[config.mk]
export PLATFORM = sky130hd
export DESIGN_NAME = music_script_lexer_core_flat
export DESIGN_NICKNAME = d
export VERILOG_FILES = /design/src/rtl/msl_pkg.sv /design/src/rtl/msl_if.sv /design/src/rtl/msl_front.sv /design/src/rtl/msl_back.sv /design/src/rtl/music_script_lexer_core.sv /design/src/flat_wrapper.sv
export SDC_FILE = /design/constraint.sdc
export NUM_CORES = 1
export LEC_CHECK = 0
export BUFFER_PORTS_ARGS = -buffer_cell sky130_fd_sc_hd__buf_2
export CAP_MARGIN = 20
export CORE_MARGIN = 4
export CORE_UTILIZATION = 60
export CTS_CLUSTER_DIAMETER = 120
export DETAILED_ROUTE_END_ITERATION = 8
export PLACE_DENSITY_LB_ADDON = 0.1
export RECOVER_POWER = 50
export SLEW_MARGIN = 20
export SYNTH_ARGS = -nofsm -noshare
export SYNTH_HDL_FRONTEND = slang
export SYNTH_HIERARCHICAL = 1
export SYNTH_SLANG_ARGS = --single-unit
[constraint.sdc]
create_clock -name clk -period 9.2 [get_ports clk]
set_input_delay 0.46 -clock clk [delete_from_list [all_inputs] [get_ports clk]]
set_output_delay 0.46 -clock clk [all_outputs]
set_load 0.005 [all_outputs]
[src/rtl/msl_pkg.sv]
// package for the music script lexer: token kinds, scan modes, item types
package msl_pkg;

	localparam int PositionBitsDef = 16;
	localparam int KeywordCharsDef = 6;
	localparam int QueueDepth = 4;

	typedef enum logic [3:0] {
		M_IDLE, M_COMMENT, M_SLASH, M_BANG, M_EQUAL, M_LESS, M_GREATER,
		M_NUM_INT, M_NUM_DOT, M_NUM_FRAC, M_IDENT
	} scan_mode_t;

	localparam logic [5:0] K_END = 6'd0;
	localparam logic [5:0] K_EOL = 6'd1;
	localparam logic [5:0] K_AMP = 6'd2;
	localparam logic [5:0] K_PIPE = 6'd3;
	localparam logic [5:0] K_CARET = 6'd4;
	localparam logic [5:0] K_LPAR = 6'd5;
	localparam logic [5:0] K_RPAR = 6'd6;
	localparam logic [5:0] K_LBRACE = 6'd7;
	localparam logic [5:0] K_RBRACE = 6'd8;
	localparam logic [5:0] K_LBRACK = 6'd9;
	localparam logic [5:0] K_RBRACK = 6'd10;
	localparam logic [5:0] K_DOT = 6'd11;
	localparam logic [5:0] K_COMMA = 6'd12;
	localparam logic [5:0] K_BANG = 6'd13;
	localparam logic [5:0] K_MINUS = 6'd21;
	localparam logic [5:0] K_PLUS = 6'd22;
	localparam logic [5:0] K_STAR = 6'd23;
	localparam logic [5:0] K_SLASH = 6'd24;
	localparam logic [5:0] K_PERCENT = 6'd25;
	localparam logic [5:0] K_DOLLAR = 6'd26;
	localparam logic [5:0] K_NUMBER = 6'd27;
	localparam logic [5:0] K_IDENT = 6'd28;
	localparam logic [5:0] K_NOTE_LETTER = 6'd29;
	localparam logic [5:0] K_PRINT = 6'd30;
	localparam logic [5:0] K_PTN = 6'd31;
	localparam logic [5:0] K_RAN = 6'd32;
	localparam logic [5:0] K_RETURN = 6'd33;
	localparam logic [5:0] K_EUC = 6'd34;
	localparam logic [5:0] K_KW_END = 6'd35;
	localparam logic [5:0] K_FN = 6'd36;
	localparam logic [5:0] K_DUR = 6'd37;
	localparam logic [5:0] K_NOTE = 6'd38;
	localparam logic [5:0] K_CC = 6'd39;
	localparam logic [5:0] K_ERROR = 6'd40;

	// one byte item, classified by the front part
	typedef struct packed {
		logic [7:0] data_byte;
		logic       at_end;
		logic       is_alpha;
		logic       is_digit;
		logic       is_space;
		logic       is_ident_tail;
		logic [5:0] single_kind; // K_ERROR when not a one-byte operator
	} byte_cls_t;

	typedef struct packed {
		logic [5:0]  token_kind;
		logic [15:0] token_start;
		logic [15:0] token_length;
		logic [15:0] line_number;
		logic [7:0]  bad_byte;
		logic        last_of_run;
	} token_t;

	function automatic logic [5:0] single_kind_of(input logic [7:0] b);
		case (b)
			8'h26: single_kind_of = K_AMP;
			8'h7c: single_kind_of = K_PIPE;
			8'h5e: single_kind_of = K_CARET;
			8'h28: single_kind_of = K_LPAR;
			8'h29: single_kind_of = K_RPAR;
			8'h7b: single_kind_of = K_LBRACE;
			8'h7d: single_kind_of = K_RBRACE;
			8'h5b: single_kind_of = K_LBRACK;
			8'h5d: single_kind_of = K_RBRACK;
			8'h2e: single_kind_of = K_DOT;
			8'h2c: single_kind_of = K_COMMA;
			8'h2d: single_kind_of = K_MINUS;
			8'h2b: single_kind_of = K_PLUS;
			8'h2a: single_kind_of = K_STAR;
			8'h25: single_kind_of = K_PERCENT;
			8'h24: single_kind_of = K_DOLLAR;
			default: single_kind_of = K_ERROR;
		endcase
	endfunction

endpackage

[src/rtl/msl_if.sv]
// valid/ready channel interfaces for byte items and token items
interface msl_byte_if;
	logic       valid;
	logic       ready;
	logic [7:0] data_byte;
	logic       end_of_input;
	modport source (output valid, data_byte, end_of_input, input ready);
	modport sink (input valid, data_byte, end_of_input, output ready);
endinterface

interface msl_token_if;
	logic        valid;
	logic        ready;
	logic [5:0]  token_kind;
	logic [15:0] token_start;
	logic [15:0] token_length;
	logic [15:0] line_number;
	logic [7:0]  bad_byte;
	logic        last_of_run;
	modport source (output valid, token_kind, token_start, token_length, line_number,
		bad_byte, last_of_run, input ready);
	modport sink (input valid, token_kind, token_start, token_length, line_number,
		bad_byte, last_of_run, output ready);
endinterface

[src/rtl/msl_front.sv]
// front part: accepts byte items, classifies them and queues them
module msl_front import msl_pkg::*; (
	input  logic       clk,
	input  logic       arst_n,
	msl_byte_if.sink   in_ch,
	output byte_cls_t  q_data,
	output logic       q_valid,
	input  logic       q_pop
);
	localparam int AW = $clog2(QueueDepth);

	byte_cls_t mem_q [QueueDepth];
	logic [AW-1:0] wr_q, rd_q;
	logic [AW:0] cnt_q;
	byte_cls_t cls;
	logic push;
	logic [7:0] b;

	assign b = in_ch.data_byte;
	always_comb begin
		cls.data_byte = b;
		cls.at_end = in_ch.end_of_input || (b == 8'h00);
		cls.is_alpha = (b >= 8'h61 && b <= 8'h7a) || (b >= 8'h41 && b <= 8'h5a) || b == 8'h5f;
		cls.is_digit = (b >= 8'h30 && b <= 8'h39);
		cls.is_space = (b == 8'h20) || (b == 8'h09) || (b == 8'h0d);
		cls.is_ident_tail = cls.is_alpha || cls.is_digit || b == 8'h23;
		cls.single_kind = single_kind_of(b);
	end

	assign in_ch.ready = (cnt_q != (AW+1)'(QueueDepth));
	assign push = in_ch.valid && in_ch.ready;
	assign q_valid = (cnt_q != '0);
	assign q_data = mem_q[rd_q];

	always_ff @(posedge clk) begin
		if (push) mem_q[wr_q] <= cls;
	end

	always_ff @(posedge clk or negedge arst_n) begin
		if (!arst_n) begin
			wr_q <= '0;
			rd_q <= '0;
			cnt_q <= '0;
		end else begin
			if (push) wr_q <= wr_q + 1'b1;
			if (q_pop) rd_q <= rd_q + 1'b1;
			cnt_q <= cnt_q + (AW+1)'(push) - (AW+1)'(q_pop);
		end
	end
endmodule

[src/rtl/msl_back.sv]
// back part: scan state machine, emits up to three tokens per byte item
module msl_back import msl_pkg::*; #(
	parameter int POSITION_BITS = PositionBitsDef,
	parameter int KEYWORD_CHARS = KeywordCharsDef
) (
	input  logic      clk,
	input  logic      arst_n,
	input  byte_cls_t q_data,
	input  logic      q_valid,
	output logic      q_pop,
	msl_token_if.source out_ch
);
	localparam int PB = POSITION_BITS;
	localparam int KW = KEYWORD_CHARS * 8;
	localparam logic [PB-1:0] PosMax = '1;

	scan_mode_t mode_q, mode_d;
	logic [PB-1:0] off_q, off_d, beg_q, beg_d, line_q, line_d, len_q, len_d;
	logic [KW-1:0] pfx_q, pfx_d;
	logic stop_q, stop_d;

	// up to three tokens from one item, shown one per cycle while the output is ready
	token_t tok [3];
	logic [1:0] ntok, idx_q;
	logic busy_q;
	token_t slot_q [3];
	logic [1:0] cnt_q;

	function automatic logic [PB-1:0] sat(input logic [PB-1:0] a, input logic [1:0] d);
		logic [PB:0] s;
		s = {1'b0, a} + (PB+1)'(d);
		sat = s[PB] ? PosMax : s[PB-1:0];
	endfunction

	function automatic logic [PB-1:0] sat_add_full(input logic [PB-1:0] a,
		input logic [PB-1:0] d);
		logic [PB:0] s;
		s = {1'b0, a} + {1'b0, d};
		sat_add_full = s[PB] ? PosMax : s[PB-1:0];
	endfunction

	function automatic logic [15:0] lo16(input logic [PB-1:0] v);
		logic [31:0] w;
		w = 32'(v);
		lo16 = w[15:0];
	endfunction

	function automatic logic [7:0] pch(input logic [KW-1:0] p, input int i);
		pch = p[i*8 +: 8];
	endfunction

	function automatic logic [5:0] classify(input logic [KW-1:0] p, input logic [PB-1:0] l);
		logic [5:0] k;
		logic [7:0] c0, c1, c2, c3, c4, c5;
		c0 = pch(p, 0); c1 = pch(p, 1); c2 = pch(p, 2);
		c3 = pch(p, 3); c4 = pch(p, 4); c5 = pch(p, 5);
		k = K_IDENT;
		if (c0 >= 8'h41 && c0 <= 8'h47) k = K_NOTE_LETTER;
		else if (l == PB'(5) && c0 == "p" && c1 == "r" && c2 == "i" && c3 == "n" && c4 == "t")
			k = K_PRINT;
		else if (l == PB'(3) && c0 == "p" && c1 == "t" && c2 == "n") k = K_PTN;
		else if (l == PB'(3) && c0 == "r" && c1 == "a" && c2 == "n") k = K_RAN;
		else if (l == PB'(6) && c0 == "r" && c1 == "e" && c2 == "t" && c3 == "u"
			&& c4 == "r" && c5 == "n") k = K_RETURN;
		else if (l == PB'(3) && c0 == "e" && c1 == "u" && c2 == "c") k = K_EUC;
		else if (l == PB'(3) && c0 == "e" && c1 == "n" && c2 == "d") k = K_KW_END;
		else if (l == PB'(2) && c0 == "f" && c1 == "n") k = K_FN;
		else if (l == PB'(2) && c0 == "n" && (c1 == "1" || c1 == "2" || c1 == "4"
			|| c1 == "8")) k = K_DUR;
		else if (l == PB'(3) && c0 == "n" && ((c1 == "1" && c2 == "6")
			|| (c1 == "3" && c2 == "2"))) k = K_DUR;
		else if (l == PB'(4) && c0 == "n" && c1 == "o" && c2 == "t" && c3 == "e") k = K_NOTE;
		else if (l == PB'(2) && c0 == "c" && c1 == "c") k = K_CC;
		classify = k;
	endfunction

	function automatic token_t mk(input logic [5:0] k, input logic [PB-1:0] s,
		input logic [PB-1:0] l, input logic [PB-1:0] ln, input logic [7:0] bb);
		token_t t;
		t.token_kind = k;
		t.token_start = lo16(s);
		t.token_length = lo16(l);
		t.line_number = lo16(ln);
		t.bad_byte = bb;
		t.last_of_run = 1'b0;
		mk = t;
	endfunction

	logic accept;
	assign accept = q_valid && (!busy_q || (out_ch.ready && idx_q == cnt_q - 2'd1));
	assign q_pop = accept;

	always_comb begin
		logic taken;
		logic [7:0] b;
		byte_cls_t c;
		logic [PB-1:0] pos;
		c = q_data;
		b = c.data_byte;
		pos = off_q;
		taken = 1'b0;
		mode_d = mode_q; off_d = off_q; beg_d = beg_q; line_d = line_q;
		len_d = len_q; pfx_d = pfx_q; stop_d = stop_q;
		ntok = 2'd0;
		for (int i = 0; i < 3; i++) tok[i] = mk(K_END, '0, '0, '0, 8'h00);

		// after an error nothing is emitted, not even at the end of the file
		if (!stop_q) begin
			if (!c.at_end) begin
				case (mode_q)
					M_COMMENT: begin
						taken = (b != 8'h0a);
						if (!taken) mode_d = M_IDLE;
					end
					M_SLASH: if (b == 8'h2f) begin
						mode_d = M_COMMENT; taken = 1'b1;
					end
					M_BANG, M_EQUAL, M_LESS, M_GREATER: if (b == 8'h3d) begin
						tok[0] = mk(K_BANG + 6'd1 + 6'(2 * (mode_q - M_BANG)), beg_q,
							PB'(2), line_q, 8'h00);
						ntok = 2'd1; mode_d = M_IDLE; taken = 1'b1;
					end
					M_NUM_INT: if (c.is_digit) begin
						len_d = sat(len_q, 2'd1); taken = 1'b1;
					end else if (b == 8'h2e) begin
						mode_d = M_NUM_DOT; taken = 1'b1;
					end
					M_NUM_DOT: if (c.is_digit) begin
						len_d = sat(len_q, 2'd2); mode_d = M_NUM_FRAC; taken = 1'b1;
					end
					M_NUM_FRAC: if (c.is_digit) begin
						len_d = sat(len_q, 2'd1); taken = 1'b1;
					end
					M_IDENT: if (c.is_ident_tail) begin
						for (int i = 1; i < KEYWORD_CHARS; i++)
							if (len_q == PB'(i)) pfx_d[i*8 +: 8] = b;
						len_d = sat(len_q, 2'd1); taken = 1'b1;
					end
					default: ;
				endcase
			end
			if (!taken) begin
				// flush the pending token
				case (mode_q)
					M_SLASH: begin
						tok[ntok] = mk(K_SLASH, beg_q, PB'(1), line_q, 8'h00);
						ntok = ntok + 2'd1;
					end
					M_BANG, M_EQUAL, M_LESS, M_GREATER: begin
						tok[ntok] = mk(K_BANG + 6'(2 * (mode_q - M_BANG)), beg_q, PB'(1),
							line_q, 8'h00);
						ntok = ntok + 2'd1;
					end
					M_NUM_INT, M_NUM_FRAC: begin
						tok[ntok] = mk(K_NUMBER, beg_q, len_q, line_q, 8'h00);
						ntok = ntok + 2'd1;
					end
					M_NUM_DOT: begin
						tok[ntok] = mk(K_NUMBER, beg_q, len_q, line_q, 8'h00);
						tok[ntok + 2'd1] = mk(K_DOT, sat_add_full(beg_q, len_q), PB'(1),
							line_q, 8'h00);
						ntok = ntok + 2'd2;
					end
					M_IDENT: begin
						tok[ntok] = mk(len_q > PB'(KEYWORD_CHARS) &&
							!(pch(pfx_q, 0) >= 8'h41 && pch(pfx_q, 0) <= 8'h47)
							? K_IDENT : classify(pfx_q, len_q), beg_q, len_q, line_q, 8'h00);
						ntok = ntok + 2'd1;
					end
					default: ;
				endcase
				mode_d = M_IDLE;
				if (c.at_end) begin
					tok[ntok] = mk(K_END, off_q, '0, line_q, 8'h00);
					ntok = ntok + 2'd1;
				end else begin
					beg_d = pos;
					len_d = PB'(1);
					if (c.is_space) begin
					end else if (b == 8'h0a) begin
						tok[ntok] = mk(K_EOL, pos, PB'(1), line_q, 8'h00);
						ntok = ntok + 2'd1;
						line_d = sat(line_q, 2'd1);
					end else if (c.is_alpha) begin
						mode_d = M_IDENT;
						pfx_d = KW'(b);
					end else if (c.is_digit) mode_d = M_NUM_INT;
					else if (b == 8'h2f) mode_d = M_SLASH;
					else if (b == 8'h21) mode_d = M_BANG;
					else if (b == 8'h3d) mode_d = M_EQUAL;
					else if (b == 8'h3c) mode_d = M_LESS;
					else if (b == 8'h3e) mode_d = M_GREATER;
					else if (c.single_kind != K_ERROR) begin
						tok[ntok] = mk(c.single_kind, pos, PB'(1), line_q, 8'h00);
						ntok = ntok + 2'd1;
					end else begin
						stop_d = 1'b1;
						tok[ntok] = mk(K_ERROR, pos, '0, line_q, b);
						ntok = ntok + 2'd1;
					end
				end
			end
			if (!c.at_end) off_d = sat(off_q, 2'd1);
		end
		if (c.at_end) begin
			mode_d = M_IDLE; off_d = '0; beg_d = '0; line_d = PB'(1);
			len_d = '0; pfx_d = '0; stop_d = 1'b0;
		end
		// mark the final token of this item
		for (int i = 0; i < 3; i++) tok[i].last_of_run = (2'(i) == ntok - 2'd1);
	end

	always_ff @(posedge clk or negedge arst_n) begin
		if (!arst_n) begin
			mode_q <= M_IDLE; off_q <= '0; beg_q <= '0; line_q <= PB'(1);
			len_q <= '0; pfx_q <= '0; stop_q <= 1'b0;
			busy_q <= 1'b0; idx_q <= '0; cnt_q <= '0;
		end else begin
			if (busy_q && out_ch.ready) begin
				idx_q <= idx_q + 2'd1;
				if (idx_q == cnt_q - 2'd1) busy_q <= 1'b0;
			end
			if (accept) begin
				mode_q <= mode_d; off_q <= off_d; beg_q <= beg_d; line_q <= line_d;
				len_q <= len_d; pfx_q <= pfx_d; stop_q <= stop_d;
				busy_q <= (ntok != 2'd0);
				idx_q <= '0;
				cnt_q <= ntok;
			end
		end
	end

	always_ff @(posedge clk) begin
		if (accept) begin
			for (int i = 0; i < 3; i++) slot_q[i] <= tok[i];
		end
	end

	assign out_ch.valid = busy_q;
	assign out_ch.token_kind = slot_q[idx_q].token_kind;
	assign out_ch.token_start = slot_q[idx_q].token_start;
	assign out_ch.token_length = slot_q[idx_q].token_length;
	assign out_ch.line_number = slot_q[idx_q].line_number;
	assign out_ch.bad_byte = slot_q[idx_q].bad_byte;
	assign out_ch.last_of_run = slot_q[idx_q].last_of_run;
endmodule

[src/rtl/music_script_lexer_core.sv]
// top level of the music script lexer
// Byte-stream lexer: one byte item enters per cycle into a four-entry classify queue
// (front) while it is not full, and the scan state machine (back) takes one byte per
// cycle when it is not held, producing up to three tokens that leave one per cycle from
// the output register while the output is ready. A byte that gives tokens holds the back
// part until its last token is taken, while the queue keeps accepting until it is full. A
// zero byte or end_of_input ends the file and restarts the counters; unless an error
// stopped the scan, it also flushes the pending token and emits END. Positions, lengths
// and the line count saturate at 2^POSITION_BITS-1; outputs carry their low 16 bits.
module music_script_lexer_core import msl_pkg::*; #(
	parameter int POSITION_BITS = PositionBitsDef,
	parameter int KEYWORD_CHARS = KeywordCharsDef
) (
	input  logic clk,
	input  logic arst_n,
	msl_byte_if.sink    in_ch,
	msl_token_if.source out_ch
);
	// classified byte queue between front and back
	byte_cls_t q_data;
	logic q_valid, q_pop;

	msl_front u_front (
		.clk(clk), .arst_n(arst_n), .in_ch(in_ch),
		.q_data(q_data), .q_valid(q_valid), .q_pop(q_pop)
	);

	msl_back #(.POSITION_BITS(POSITION_BITS), .KEYWORD_CHARS(KEYWORD_CHARS)) u_back (
		.clk(clk), .arst_n(arst_n), .q_data(q_data), .q_valid(q_valid),
		.q_pop(q_pop), .out_ch(out_ch)
	);
endmodule

[src/flat_wrapper.sv]
// flat-port wrapper written by rule: the top's interface ports become plain ports
module music_script_lexer_core_flat import msl_pkg::*;
#(
	parameter int POSITION_BITS = PositionBitsDef,
	parameter int KEYWORD_CHARS = KeywordCharsDef
)
  (clk, arst_n, in_ch_valid, in_ch_data_byte, in_ch_end_of_input, in_ch_ready, out_ch_valid, out_ch_token_kind, out_ch_token_start, out_ch_token_length, out_ch_line_number, out_ch_bad_byte, out_ch_last_of_run, out_ch_ready);
  msl_byte_if in_ch_i ();
  msl_token_if out_ch_i ();
  input  logic clk;
  input  logic arst_n;
  input wire logic [$bits(in_ch_i.valid)-1:0] in_ch_valid;
  input wire logic [$bits(in_ch_i.data_byte)-1:0] in_ch_data_byte;
  input wire logic [$bits(in_ch_i.end_of_input)-1:0] in_ch_end_of_input;
  output wire logic [$bits(in_ch_i.ready)-1:0] in_ch_ready;
  output wire logic [$bits(out_ch_i.valid)-1:0] out_ch_valid;
  output wire logic [$bits(out_ch_i.token_kind)-1:0] out_ch_token_kind;
  output wire logic [$bits(out_ch_i.token_start)-1:0] out_ch_token_start;
  output wire logic [$bits(out_ch_i.token_length)-1:0] out_ch_token_length;
  output wire logic [$bits(out_ch_i.line_number)-1:0] out_ch_line_number;
  output wire logic [$bits(out_ch_i.bad_byte)-1:0] out_ch_bad_byte;
  output wire logic [$bits(out_ch_i.last_of_run)-1:0] out_ch_last_of_run;
  input wire logic [$bits(out_ch_i.ready)-1:0] out_ch_ready;
  assign in_ch_i.valid = in_ch_valid;
  assign in_ch_i.data_byte = in_ch_data_byte;
  assign in_ch_i.end_of_input = in_ch_end_of_input;
  assign in_ch_ready = in_ch_i.ready;
  assign out_ch_valid = out_ch_i.valid;
  assign out_ch_token_kind = out_ch_i.token_kind;
  assign out_ch_token_start = out_ch_i.token_start;
  assign out_ch_token_length = out_ch_i.token_length;
  assign out_ch_line_number = out_ch_i.line_number;
  assign out_ch_bad_byte = out_ch_i.bad_byte;
  assign out_ch_last_of_run = out_ch_i.last_of_run;
  assign out_ch_i.ready = out_ch_ready;
  music_script_lexer_core #(.POSITION_BITS(POSITION_BITS), .KEYWORD_CHARS(KEYWORD_CHARS)) u_core (.clk(clk), .arst_n(arst_n), .in_ch(in_ch_i), .out_ch(out_ch_i));
endmodule
======== Word level (Yosys, flattened, before mapping) ========
Memories as Yosys holds them, arrays and structs flattened.
Index checks and enable logic that the tools add are counted.
cells by class
  reduce and logical (&&, ||, !) cells .... 81
  order comparisons ....................... 15
  add/subtract/negate cells ............... 18
  eq/ne operators ......................... 96
  bitwise gates (word level) .............. 3
  muxes and demuxes ....................... 156
operator list
  cell                                                                               number
  189-bit two-way mux                                                                15
  189-bit bitwise mux                                                                9
  189-bit one-hot mux with 5 select lines                                            1
  63-bit two-way mux                                                                 7
  63-bit demux with 2-bit select                                                     3
  16-bit two-way mux                                                                 21
  48-bit two-way mux                                                                 6
  8-bit by 7-bit equality test with 1-bit output (second input constant)             32
  8-bit by 6-bit equality test with 1-bit output (second input constant)             25
  6-bit two-way mux                                                                  16
  6-bit one-hot mux with 16 select lines                                             1
  40-bit two-way mux                                                                 2
  16-bit by 1-bit adder with 17-bit output (second input constant)                   3
  16-bit by 3-bit equality test with 1-bit output (second input constant)            3
  1-bit logical AND                                                                  48
  4-bit two-way mux                                                                  12
  16-bit one-hot mux with 3 select lines                                             1
  8-bit two-way mux                                                                  5
  2-bit two-way mux                                                                  17
  16-bit by 2-bit equality test with 1-bit output (second input constant)            2
  1-bit two-way mux                                                                  31
  8-bit by 4-bit equality test with 1-bit output (second input constant)             3
  8-bit by 7-bit >= comparator with 1-bit output (second input constant)             3
  8-bit by 7-bit less-or-equal comparator with 1-bit output (second input constant)  3
  49 further kinds                                                                   100
storage, ports and cells
  input port bits ......................... 13
  logic and storage cells ................. 385
  output and inout port bits .............. 65
  flip-flop bits (word level) ............. 129
  RAM bits ................................ 265
  memories kept ........................... 2
memories
  name                  depth  width  read ports  clocked after Yosys merged registers in  wr ports  RTL line         text
  u_core.u_back.slot_q  3      63     1           0                                        3         msl_back.sv:26   token_t slot_q [3];
  u_core.u_front.mem_q  4      19     1           0                                        1         msl_front.sv:12  byte_cls_t mem_q [QueueDepth];

======== Logic depth before layout (Yosys ltp) ========
Gate-level depths: netlist of the first run.
  word-level depth ........................ 38
  mapped depth ............................ 16
  gate-level depth less buffers ........... 14

======== Modules after synthesis ========
Netlist of the first run, hierarchy kept.
by module, submodules not included
  module     instances  cells each  area an instance (µm²)  seq. area each (µm²)
  msl_back   1          1,695       16,859.9                8,279.2
  msl_front  1          208         3,616.0                 2,457.4

======== Worst setup path before layout of the first run ========
Ideal clock, no wire load.
  path kind ............................... register to register
  start ................................... reg u_core.u_back.idx_q[1]
  end ..................................... reg u_core.u_front.cnt_q[2]
  setup time .............................. 0.123 ns
  arrival time ............................ 5.951 ns
  stages on the path, launching flop included .. 11
  path slack .............................. 3.126 ns
  buffers on the path ..................... 0
  data required time ...................... 9.077 ns
  cell sequence ........................... dfrtp_1 -> xnor2_1 -> mux2i_1 -> o21ai_0 -> inv_1 -> ha_1 -> inv_1 -> ha_1 -> fa_1 -> xnor2_1 -> xnor2_1
between the ends
  word-level cells in the longest chain between the ends .. 5
ends and longest elaborated chain
  element                                      RTL line                       text
  start, declared                              msl_back.sv:24                 logic [1:0] ntok, idx_q;
  start signal, assigned                       msl_back.sv:220                idx_q <= idx_q + 2'd1;
  2-bit equality test                          msl_back.sv:90                 assign accept = q_valid && (!busy_q || (out_ch.ready && idx_q == cnt_q - 2'd1));
  1-bit logical AND                            msl_back.sv:90
  1-bit logical OR                             msl_back.sv:90
  1-bit logical AND                            msl_back.sv:90
  via u_core.q_pop                             music_script_lexer_core.sv:21  logic q_valid, q_pop;
  3-bit by 1-bit subtractor with 3-bit output  msl_front.sv:47                cnt_q <= cnt_q + (AW+1)'(push) - (AW+1)'(q_pop);
  end signal, assigned                         msl_front.sv:47
  end, declared                                msl_front.sv:14                logic [AW:0] cnt_q;
The timed path passes the listed nets, and every way through them passes these cells.
A chain may end at the register's enable or synchronous reset.

======== Worst setup path after layout of the first run ========
Ends and elaborated chain as after synthesis.

==> reports/results.tsv, run 1 <==
metric	value	unit
Peak Freq	151	MHz
CP arrival	7.11	ns
dpl ws	3.88	ns
R2R cell count	11	
Syn Inst Count	1903	
Async S/R FF share, synth	0.340	
hold path depth	2	
first-pass GRT wire length	83.7	mm
reg2reg end	u_core/u_front/cnt_q[2]$_DFF_PN0_	
CTS tree	done	
slowest cell delay on critical path	1.91	ns
total negative setup slack	0	ns
Routed WL	52.8	mm
Max Cap Violations	4	
Final Slew Violations	235	
Area Growth Syn to Fin	9.30	%
syn_area_per_cell	10.8	um^2
Tmin final	6.64	ns
largest net degree at the start of global routing	73	
Synth top area share	0.367	
Max Root-Sink Buffers	3	
failing checks	capacitance limit, slew limit	
TritonCTS Buffers	41	
kind of critical path	flop to flop	
H-tree Lvls	2	
met1 Track Usage GR	0.400	
CORE AREA	0.0336	mm^2
Slowest-stage cell, CP	clkinvlp_2	
CP delay by family, top	buffers and inverters	
Initial Utilization	0.609	
DR vias	15500	
Clock Sinks	379	
met2 Use GR	0.465	
status	finished, violations left	
top_reg_cell synth	edfxtp_1	
row count	67	
flop2flop setup slack	2.56	ns
Max Clock Skew	0.0174	ns
global route hottest layer	met2	
num ports	78	
routability congestion estimate from global placement	0.965	
Iter 0 DRT Violations	1622	
Worst EP required	9.67	ns
worst r2r src	u_core/u_back/idx_q[1]$_DFFE_PN0P_	
cell area power density	310	mW/mm^2
vias in the first global route	14900	
GR Util met3	0.0412	
RSZ-0062 raised after global routing	no	
CP Max Fanout	54	
CP dominant cell by count	xnor2_1	
max_slew headroom	-1.37	
EDFF count, synth	250	
wire length per cell	21.8	um
fraction of layout instances using a drive strength above 1	0.0755	
Chip Height	193	um
area leader, netlist	edfxtp_1	
post-synth cell types	103	
endpoints failing setup	0	
worst-skew pair later-pin latency	0.56	ns
port bufs	77	
placed wire-length estimate	35.5	mm
GRT overflow	0	
hold_sp	in_ch_end_of_input	
Final Hold Fails	0	
Peak supply drop	0.215	mV
Chip Width	193	um
Worst-path clk slew	0.06	ns
most common cell after layout, fill and taps aside	edfxtp_1	
YS warnings	6	
CTS root buffer	clkbuf_16	
Lkg Pwr	8.81	nW
most frequent cells in the layout	250 x edfxtp_1, 178 x nand2_1, 135 x nor2_1	
Final Cycle Share	0.722	
Detailed Routing Iterations Pass 1	6	
Buf+Inv Stages, Crit Path	3	
Layout Nets	1997	
# DRC	0	
slack of the critical path	2.56	ns
Worst-Margin Slew	3.56	ns
Startpoint Class	flop	
Yosys reg bits	379	
Post-Synthesis Cell Area	0.0205	mm^2
Fill cells	2650	
initial antenna violation count	0	
die area	0.0371	mm^2
hold endpoint	u_core/u_front/mem_q[3][10]$_DFFE_PP_	
HP Class	input pin to flop	
worst path cell trace	xnor2_1 -> mux2i_1 -> o21ai_0 -> clkbuf_1 -> clkinvlp_2 -> ha_1 -> inv_1 -> ha_1 -> fa_1 -> xnor2_1 -> xnor2_1	
ANT cells	0	
Final ANT Viol Nets	0	
Tot GR Track Use	0.286	
vias per std cell	6.42	
largest cells by area after synthesis	edfxtp_1 37%, dfrtp_1 16%, mux2i_1 5.2%, nand2_1 3.3%, o21ai_0 3.2%	
CP Capture Type	flop	
post-synthesis sequential area ratio	0.524	
per-stage QoR:
step | hold WS, ns | util | power (mW) | area (um^2) | instances
after floorplan | 0.164 | - | 4.44 | 20500 | 1917
after global placement | 0.479 | 0.628 | 5.24 | 21100 | 2345
after detailed placement | 0.488 | 0.628 | 5.30 | 21100 | 2345
after CTS | 0.239 | 0.669 | 6.97 | 22500 | 2421
after global routing | 0.288 | 0.666 | 7.32 | 22400 | 2421
final | 0.279 | 0.666 | 6.93 | 22400 | 2421
synth_stat cells, drive strengths merged (11+ instances only):
cell type,count
buf,46
o21ai,136
dfrtp,128
nand2,178
o21a,11
a31oi,21
mux4,19
ha,41
a21oi,100
nand4,26
nand3,70
clkbuf,68
nor2,138
a22o,25
inv,51
xor2,14
nor2b,30
nor3,37
a211oi,11
nor4,21
and3,26
and2,97
o22a,14
a21o,12
edfxtp,250
o31ai,19
or3,14
xnor2,14
a22oi,15
mux2i,107
nand2b,14
cell type report:
type | count | area (um^2) | share of cell area
flip-flops and latches | 379 | 10700 | 0.480
inverters | 51 | 193 | 0.00861
clock inverters | 19 | 206 | 0.00922
well taps | 448 | 561 | 0.0250
multi-input cells | 1373 | 9100 | 0.407
clock buffers | 56 | 1150 | 0.0515
repair buffers | 95 | 427 | 0.0191
routing by layer:
| layer | share of wire | vias up |
|---|---|---|
| li1 | - | 7143 |
| met4 | 0.032 | 0 |
| met5 | 0 | - |
| met2 | 0.48 | 618 |
| met1 | 0.42 | 7655 |
| met3 | 0.068 | 120 |
where the power goes:
part | internal [mW] | leakage (nW) | switching (mW)
registers | 2.37 | 4.13 | 0.278
clock network | 0.972 | 0.665 | 0.672
logic | 0.808 | 4.02 | 1.83
total | 4.15 | 8.81 | 2.78
worst max path at each step:
stage / start / endpoint / slack [ns] / cells after the start
after floorplan: u_core/u_back/idx_q[1]$_DFFE_PN0P_ / u_core/u_front/cnt_q[2]$_DFF_PN0_ / 3.13 / 10
after global placement: u_core/u_front/rd_q[0]$_DFFE_PN0P_ / u_core/u_back/slot_q[1][23]$_SDFFCE_PP0P_ / 4.08 / 12
after detailed placement: u_core/u_front/rd_q[0]$_DFFE_PN0P_ / u_core/u_back/slot_q[1][23]$_SDFFCE_PP0P_ / 3.88 / 12
after CTS: u_core/u_front/rd_q[0]$_DFFE_PN0P_ / u_core/u_back/slot_q[1][19]$_SDFFCE_PP0P_ / 3.86 / 12
after global routing: u_core/u_back/idx_q[1]$_DFFE_PN0P_ / u_core/u_front/cnt_q[2]$_DFF_PN0_ / 1.83 / 11
final: u_core/u_back/idx_q[1]$_DFFE_PN0P_ / u_core/u_front/cnt_q[2]$_DFF_PN0_ / 2.56 / 11
kinds of logic (layout without fill, tap and decap cells):
logic type / Yosys count / in the layout / share of synthesized area
AO/OA/AOI/OAI: 443 / 443 / 0.142
XOR/XNOR: 28 / 28 / 0.0120
other: 1 / 15 / 0.000183
AND/OR/NAND/NOR: 716 / 716 / 0.186
multiplexers: 128 / 128 / 0.0743
buffers and inverters: 165 / 221 / 0.0343
adder cells (fa/ha/maj): 43 / 43 / 0.0270
flip-flops: 379 / 379 / 0.524
state kept, by name (all words and copies together) (netlist names), 3 cells and up:
register and count:
u_core/u_back/beg_q 16, u_core/u_back/len_q 16, u_core/u_back/line_q 16, u_core/u_back/mode_q 4, u_core/u_back/off_q 16, u_core/u_back/pfx_q 48
u_core/u_back/slot_q 174, u_core/u_front/cnt_q 3, u_core/u_front/mem_q 76
timing repair:
action | 4_1_cts | 5_1_grt
buffers inserted | 0 | 0
hold endpoints to repair | 62 | 0
gates resized for setup | 0 | 0
hold buffers | 1 | 0
Note: power is estimated with default switching activity, not from simulation.
==> run 2: changes to the inputs <==
--- a/config.mk
+++ b/config.mk
@@ -8,7 +8,7 @@
 export BUFFER_PORTS_ARGS = -buffer_cell sky130_fd_sc_hd__buf_2
 export CAP_MARGIN = 20
 export CORE_MARGIN = 4
-export CORE_UTILIZATION = 60
+export CORE_UTILIZATION = 57
 export CTS_CLUSTER_DIAMETER = 120
 export DETAILED_ROUTE_END_ITERATION = 8
 export PLACE_DENSITY_LB_ADDON = 0.1
==> constraint.sdc (replaced) <==
create_clock -name clk -period 6.1 [get_ports clk]
set_input_delay 0.305 -clock clk [delete_from_list [all_inputs] [get_ports clk]]
set_output_delay 0.305 -clock clk [all_outputs]
set_load 0.005 [all_outputs]
==> run 2 against run 1 <==
The flow still finishes with violations (capacitance limit, slew limit). Worst setup slack worse by 1.7 ns. Die area is 5.0% higher. Count of clock-buffer cells in the layout is 5 lower. Combinational power is 51% higher. Worst hold slack worse by 0.14 ns. Clock skew is 0.0038 ns higher. Critical endpoint is now u_core/u_back/slot_q[0][53]$_SDFFCE_PP0P_. Highest routed layer unchanged.
==> reports/results.tsv, run 2 (synthesis gave the netlist of run 1 again) <==
metric	value	unit
Max Cap Violations	3	
hold slack	0.137	ns
CTS root buffer	clkbuf_16	
GRT overflow	0	
Final Slew Violations	187	
Fill cells	2910	
largest net degree at the start of global routing	131	
CP arrival	5.62	ns
Peak Freq	192	MHz
reg2reg end	u_core/u_back/slot_q[0][53]$_SDFFCE_PP0P_	
Final Hold Fails	0	
CTS tree	done	
vias per std cell	6.32	
post-CTS sizing	0	
Clock power frac	0.232	
R2R cell count	11	
max_slew headroom	-1.66	
RSZ-0062 raised after global routing	no	
hold_sp	in_ch_end_of_input	
cts hold-fix bufs	1	
H-tree Lvls	2	
CP Capture Type	flop	
combinational share of power	0.385	
vias in the first global route	14900	
first-pass GRT wire length	84.3	mm
die area	0.0390	mm^2
Final Cycle Share	0.853	
Detailed Routing Iterations Pass 1	6	
status	finished, violations left	
Worst EP required	6.52	ns
failing checks	capacitance limit, slew limit	
Tot GR Track Use	0.271	
max reg flops	174	
Chip Width	198	um
routability congestion estimate from global placement	0.975	
register bank with the most flops	u_core/u_back/slot_q	
TritonCTS Buffers	41	
final core occ	0.630	
Initial Utilization	0.577	
worst r2r src	u_core/u_front/rd_q[0]$_DFFE_PN0P_	
CORE AREA	0.0355	mm^2
Net Sw Frac	0.406	
postcts setup bufs	0	
Max Clock Skew	0.0212	ns
cell area power density	464	mW/mm^2
hold path depth	2	
final instance area	0.0223	mm^2
Clock Sinks	379	
# DRC	0	
fraction of layout instances using a drive strength above 1	0.0771	
Lkg Pwr	8.79	nW
kind of critical path	flop to flop	
row count	69	
Layout Nets	1996	
Worst-path clk slew	0.06	ns
CP Max Fanout	19	
wire length per cell	21.8	um
most frequent cells in the layout	250 x edfxtp_1, 178 x nand2_1, 134 x nor2_1	
Chip Height	198	um
biggest regs	u_core/u_back/slot_q (174), u_core/u_front/mem_q (76), u_core/u_back/pfx_q (48)	
placed wire-length estimate	35.6	mm
Iter 0 DRT Violations	1455	
flop2flop setup slack	0.90	ns
endpoints failing setup	0	
Final ANT Viol Nets	0	
Area Growth Syn to Fin	9.14	%
Max Root-Sink Buffers	3	
Worst-Margin Slew	3.98	ns
total negative setup slack	0	ns
HP Class	input pin to flop	
port bufs	77	
initial antenna violation count	0	
Peak supply drop	0.320	mV
ANT cells	0	
sequential share of power	0.383	
worst-skew pair later-pin latency	0.56	ns
most common cell after layout, fill and taps aside	edfxtp_1	
Int Pwr	6.16	mW
Startpoint Class	flop	
num ports	78	
Routed WL	53.1	mm
DP Area	0.0211	mm^2
hold endpoint	u_core/u_front/mem_q[0][10]$_DFFE_PP_	
DR vias	15400	
switching pwr	4.20	mW
Tmin final	5.20	ns
run 2: changes by cell type in the layout (fill, tap and decap cells not counted), moves of 2 or more:
cell / previous run / this run
inv_6: 2 / 4
clkinv_2: 6 / 11
clkbuf_1: 80 / 78
buf_2: 9 / 7
run 2: worst max path at each step:
| stage | slack (ns) | endpoint | startpoint | depth (start not counted) |
|---|---|---|---|---|
| finish | 0.90 | u_core/u_back/slot_q[0][53]$_SDFFCE_PP0P_ | u_core/u_front/rd_q[0]$_DFFE_PN0P_ | 11 |
| global route | 0.49 | u_core/u_back/slot_q[0][53]$_SDFFCE_PP0P_ | u_core/u_front/rd_q[0]$_DFFE_PN0P_ | 11 |
| CTS | 0.93 | u_core/u_back/slot_q[0][53]$_SDFFCE_PP0P_ | u_core/u_front/rd_q[0]$_DFFE_PN0P_ | 11 |
| detailed placement | 0.97 | u_core/u_back/slot_q[0][53]$_SDFFCE_PP0P_ | u_core/u_front/rd_q[0]$_DFFE_PN0P_ | 11 |
| global placement | 1.22 | u_core/u_back/slot_q[0][53]$_SDFFCE_PP0P_ | u_core/u_front/rd_q[0]$_DFFE_PN0P_ | 11 |
| floorplan | 0.03 | u_core/u_front/cnt_q[2]$_DFF_PN0_ | u_core/u_back/idx_q[1]$_DFFE_PN0P_ | 10 |
run 2: power by group through the flow:
| stage | clock network, mW | registers [mW] | logic (mW) |
|---|---|---|---|
| global placement | 0 | 4.00 | 3.96 |
| floorplan | 0 | 3.85 | 2.85 |
| global route | 2.56 | 4.04 | 4.36 |
| CTS | 2.45 | 3.98 | 4.03 |
| detailed placement | 0 | 4.02 | 4.00 |
| finish | 2.40 | 3.97 | 3.99 |
run 2: area by class of cell:
cell class              instances  area [um^2]  area share
well taps                     461          577      0.0258
repair buffers                 94          433      0.0194
multi-input cells            1373         9110       0.408
flip-flops and latches        379        10700       0.481
clock inverters                24          188     0.00840
clock buffers                  51         1100      0.0494
inverters                      51          196     0.00879
run 2: worst max-delay path: stages (launching register included):
cell      delay [ns]
dfrtp_1         0.77
mux4_2          0.78
nand2b_1        0.30
a211oi_1        0.59
nand2_1         0.53
nand2_1         0.33
inv_1           0.12
ha_1            0.29
nor2b_1         0.23
or2_1           0.42
o22ai_4         0.47
a22o_1          0.22
run 2: through the flow:
stage                     power (mW)  worst slack, ns  std cells
after floorplan                 6.70           0.0259       1917
after global placement          7.96             1.22       2357
after detailed placement        8.02            0.975       2357
after CTS                       10.5            0.933       2433
after global routing            11.0            0.487       2433
final                           10.4            0.897       2433
run 2: routing by layer:
| layer | part of all wire | up-vias | track usage |
|---|---|---|---|
| met5 | 0 | - | 0 |
| met4 | 0.033 | 0 | 0.0923 |
| met3 | 0.066 | 119 | 0.0368 |
| met2 | 0.47 | 618 | 0.434 |
| met1 | 0.43 | 7504 | 0.387 |
| li1 | - | 7131 | - |
